### config.mk
export PLATFORM = sky130hd
export DESIGN_NAME = gba_scan
export DESIGN_NICKNAME = d
export VERILOG_FILES = /design/src/rtl/gba_pkg.sv /design/src/rtl/gba_scan.sv
export SDC_FILE = /design/constraint.sdc
export NUM_CORES = 1
export LEC_CHECK = 0
export BUFFER_PORTS_ARGS = -buffer_cell sky130_fd_sc_hd__buf_2
export CAP_MARGIN = 20
export CORE_UTILIZATION = 38
export DETAILED_ROUTE_END_ITERATION = 12
export PLACE_DENSITY = 0.66
export SLEW_MARGIN = 15
export SYNTH_ARGS = -nofsm -noshare
export SYNTH_HDL_FRONTEND = slang
export SYNTH_SLANG_ARGS = --single-unit
### constraint.sdc
create_clock -name vclk -period 2.65
set_input_delay 0.3975 -clock vclk [all_inputs]
set_output_delay 0.3975 -clock vclk [all_outputs]
set_load 0.01 [all_outputs]
### src/rtl/gba_pkg.sv
// shared constants and codes for the grouped bitmap allocator
package gba_pkg;

    localparam int MAX_GROUPS     = 16;
    localparam int BITS_PER_GROUP = 8192;
    localparam int WORD_W         = 32;
    localparam int BIT_W          = $clog2(WORD_W);
    localparam int GRP_W          = $clog2(MAX_GROUPS);
    localparam int WIDX_W         = $clog2(BITS_PER_GROUP / WORD_W);
    localparam int ADDR_W         = GRP_W + WIDX_W;
    localparam int STORE_WORDS    = MAX_GROUPS * BITS_PER_GROUP / WORD_W;
    localparam int BPG_W          = 14;
    localparam int GCNT_W         = 5;
    localparam int NUM_W          = 18;
    localparam int CFG_W          = 18;
    localparam int CFG_IDX_W      = 3;

    localparam int GROUP_BITS_W   = 14;

    localparam logic [GROUP_BITS_W-1:0] GROUP_MAX = '1;
    localparam logic [NUM_W-1:0]        TOTAL_MAX = '1;

    // command codes
    localparam logic [1:0] CMD_ALLOC = 2'd0;
    localparam logic [1:0] CMD_FREE  = 2'd1;
    localparam logic [1:0] CMD_MARK  = 2'd2;
    localparam logic [1:0] CMD_INIT  = 2'd3;

    // status codes
    localparam logic [1:0] ST_OK     = 2'd0;
    localparam logic [1:0] ST_FULL   = 2'd1;
    localparam logic [1:0] ST_RANGE  = 2'd2;

    // configuration register indexes
    localparam logic [CFG_IDX_W-1:0] REG_BLOCK_BPG   = 3'd0;
    localparam logic [CFG_IDX_W-1:0] REG_INODE_BPG   = 3'd1;
    localparam logic [CFG_IDX_W-1:0] REG_GROUP_COUNT = 3'd2;
    localparam logic [CFG_IDX_W-1:0] REG_FIRST_DATA  = 3'd3;
    localparam logic [CFG_IDX_W-1:0] REG_FIRST_INODE = 3'd4;

    typedef logic [GROUP_BITS_W-1:0] t_gcount;

    typedef struct packed {
        logic             found;
        logic [BIT_W-1:0] idx;
    } t_scan;

endpackage

### src/rtl/gba_scan.sv
// first-clear-bit finder over one bitmap word, bits past the group end count as set
module gba_scan (
    input  logic [gba_pkg::WORD_W-1:0] i_word,
    input  logic                       i_last,
    input  logic [gba_pkg::BIT_W-1:0]  i_lim,
    output gba_pkg::t_scan             o_scan
);
    import gba_pkg::*;

    logic [WORD_W-1:0] masked;

    // force bits beyond the group end to set in the last word
    always_comb begin
        for (int i = 0; i < WORD_W; i++) begin
            masked[i] = i_word[i] | (i_last && (i > int'(i_lim)));
        end
    end

    // lowest clear bit
    always_comb begin
        o_scan.found = 1'b0;
        o_scan.idx   = '0;
        for (int i = WORD_W - 1; i >= 0; i--) begin
            if (!masked[i]) begin
                o_scan.found = 1'b1;
                o_scan.idx   = BIT_W'(i);
            end
        end
    end

endmodule

==> out/results.ini <==
[sta]
timing.setup.tns_ps = 0
worstMarginPinSlew_ps = 411
finalSetupViolCount = 0
period_needed_ps = 2530
hold_violations = 0
rsz0062_at_grt = no
fmax_ghz = 0.395
maxSlewHeadroom_pct = 72.6
slew_violations = 0
fin_crit_sh_pct = 95.5

[die]
die_area_sq_mm = 0.00332
num_rows = 19
die_x_um = 57.7
core_sq_mm = 0.00285
ios = 44
start_util_pct = 41.3
die_y_um = 57.7

[pwr]
power_switching_uw = 129
peakVddDrop_mv = 0.0758
pwr-share-seq_pct = 0
sw_frac_of_total_pct = 58.7
p_int_uw = 91.0
cellPowerDensity_mw_per_mm2 = 155
p_leak_nw = 0.624
pwr-share-clk_pct = 0
combPwrFrac_pct = 100.0

[worst_setup_path]
arrival_ps = 2130
cp_max_fo = 14
crit_path_end_kind = output port
path_class = in2out
critPathLaunchType = primary input
cp.required_ps = 2250

[layout]
drive_gt1_share_pct = 26.6
final_area_sq_mm = 0.00142
diodes = 0
final.clkbuf_count = 0
seq_area_sq_um = 0
area_growth_pct = 20.6
nFillCells = 318
finalNetCount = 269
seq_cells = 0

[placed_design]
dp_hpwl_um = 3090
portBuffers = 44
gp_congestion = 0.960
place_area_sq_mm = 0.00140

[grt]
grt_pass1_wl_um = 6320
antenna_found_initial = 0
overflow = 0
grtUsageTotal_pct = 23.5
grt_pass1_vias = 1379
grt_max_degree = 21

[min_path]
hold_class = in2out
min_path_cells = 4

[synth]
synthesis.nets = 229
synth.avg_cell_area_sq_um = 6.16
synth_commonest_cells = 25 x nand2_1, 23 x a21oi_1, 21 x o21ai_0
yosys-top-cells-area = a21oi_1 9.8%, o21ai_0 8.9%, nand2_1 8.0%
synthCells = 191
synth-warning-count = 0
post-synth-top-count-cell = nand2_1
synth_top_area_share_pct = 9.78
synth_cell_types = 51
ys_seq_area_share_pct = 0
synth_top_area_cell = a21oi_1
synth_area_sq_mm = 0.00118

[routing]
drc = 3
via_per_inst = 6.12
drtAntennaViolNets = 0
wl_um = 3910
first_pass_iters = 9
drt_iter0_markers = 101
vias = 1590
routedWlPerCell_um = 15.0

[status]
violations = DRC
status = complete, but fails checks

[cts]
cts_setup_buffers = 0
cts_hold_buffers = 0

[job]
maxCapViolCount = 0

[layout by cell type, fill, tap and decap left out, types with 2 or more instances in the layout]
cell type  synthesis  layout
a211oi_1           2       2
a211oi_2           2       2
a21o_1             5       5
a21oi_1           23      23
a221oi_1           2       2
a22o_1             2       2
a22oi_1            3       3
a2bb2oi_1          2       2
a32o_1             6       6
buf_2              7      41
buf_4              4       7
clkbuf_4           0       3
inv_1             13      13
nand2_1           25      25
nand2b_1           7       7
nand3_1            6       6
nand4_1            2       2
nor2_1             6       6
nor2b_1            9       8
nor3_1             2       2
nor3b_1            5       5
o211ai_1           3       3
o21a_1             2       2
o21ai_0           21      21
o22ai_1            2       2
o31ai_1            2       2
[final timing paths]
path / end / startpoint / slack, ps
setup / recovery: o_scan[1] / i_lim[3] / 120
hold / removal: o_scan[1] / i_word[0] / 1190
[final cells by class]
| type | count | area [sq um] | share of cell area, % |
|---|---|---|---|
| Multi-Input combinational cell | 165 | 1050 | 74.1 |
| Inverter | 13 | 48.8 | 3.44 |
| Timing Repair Buffer | 51 | 280 | 19.7 |
| Tap cell | 31 | 38.8 | 2.73 |
[what timing repair did]
item / 4_1_cts / 5_1_grt
gates resized for setup: 0 / 5
endpoints found under the hold margin: 0 / 0
endpoints found under the setup margin: 0 / 5
[per-layer routing]
metal / wire length (um) / global-route usage, %
met2: 1770 / 38.4
met5: 0 / 0
met1: 1820 / 36.2
met3: 285 / 0.670
met4: 27 / 1.36
[critical path, stage by stage]
cell and delay, ps:
buf_2 270, nand2_2 140, or3b_1 390, o211a_1 130
a221o_1 360, a211oi_2 190, o22ai_1 100, buf_2 140
[metrics by stage]
step                setup slack (ps)  hold slack (ps)  util, %  cells  power (mW)
floorplan                        504              959        -    191       0.141
detailed placement               135             1190     49.1    260       0.212
CTS                              137             1190     49.1    260       0.213
global route                    31.9             1210     49.8    260       0.242
finish                           120             1190     49.8    260       0.220
global placement                 167             1190     49.1    260       0.212
[cell families after synthesis]
kind of cell,count (synthesis),synth area share (%)
buffers and inverters,26,11.6
adder cells (fa/ha/maj),1,0.850
AND/OR/NAND/NOR,74,35.6
AO/OA/AOI/OAI,90,52.0
[power groups by stage]
stage / Sequential [mW] / Clock, mW / Combinational, mW
CTS: 0 / 0 / 0.213
finish: 0 / 0 / 0.220
global placement: 0 / 0 / 0.212
global route: 0 / 0 / 0.242
detailed placement: 0 / 0 / 0.212
floorplan: 0 / 0 / 0.141
(Power assumes the default switching activity.)
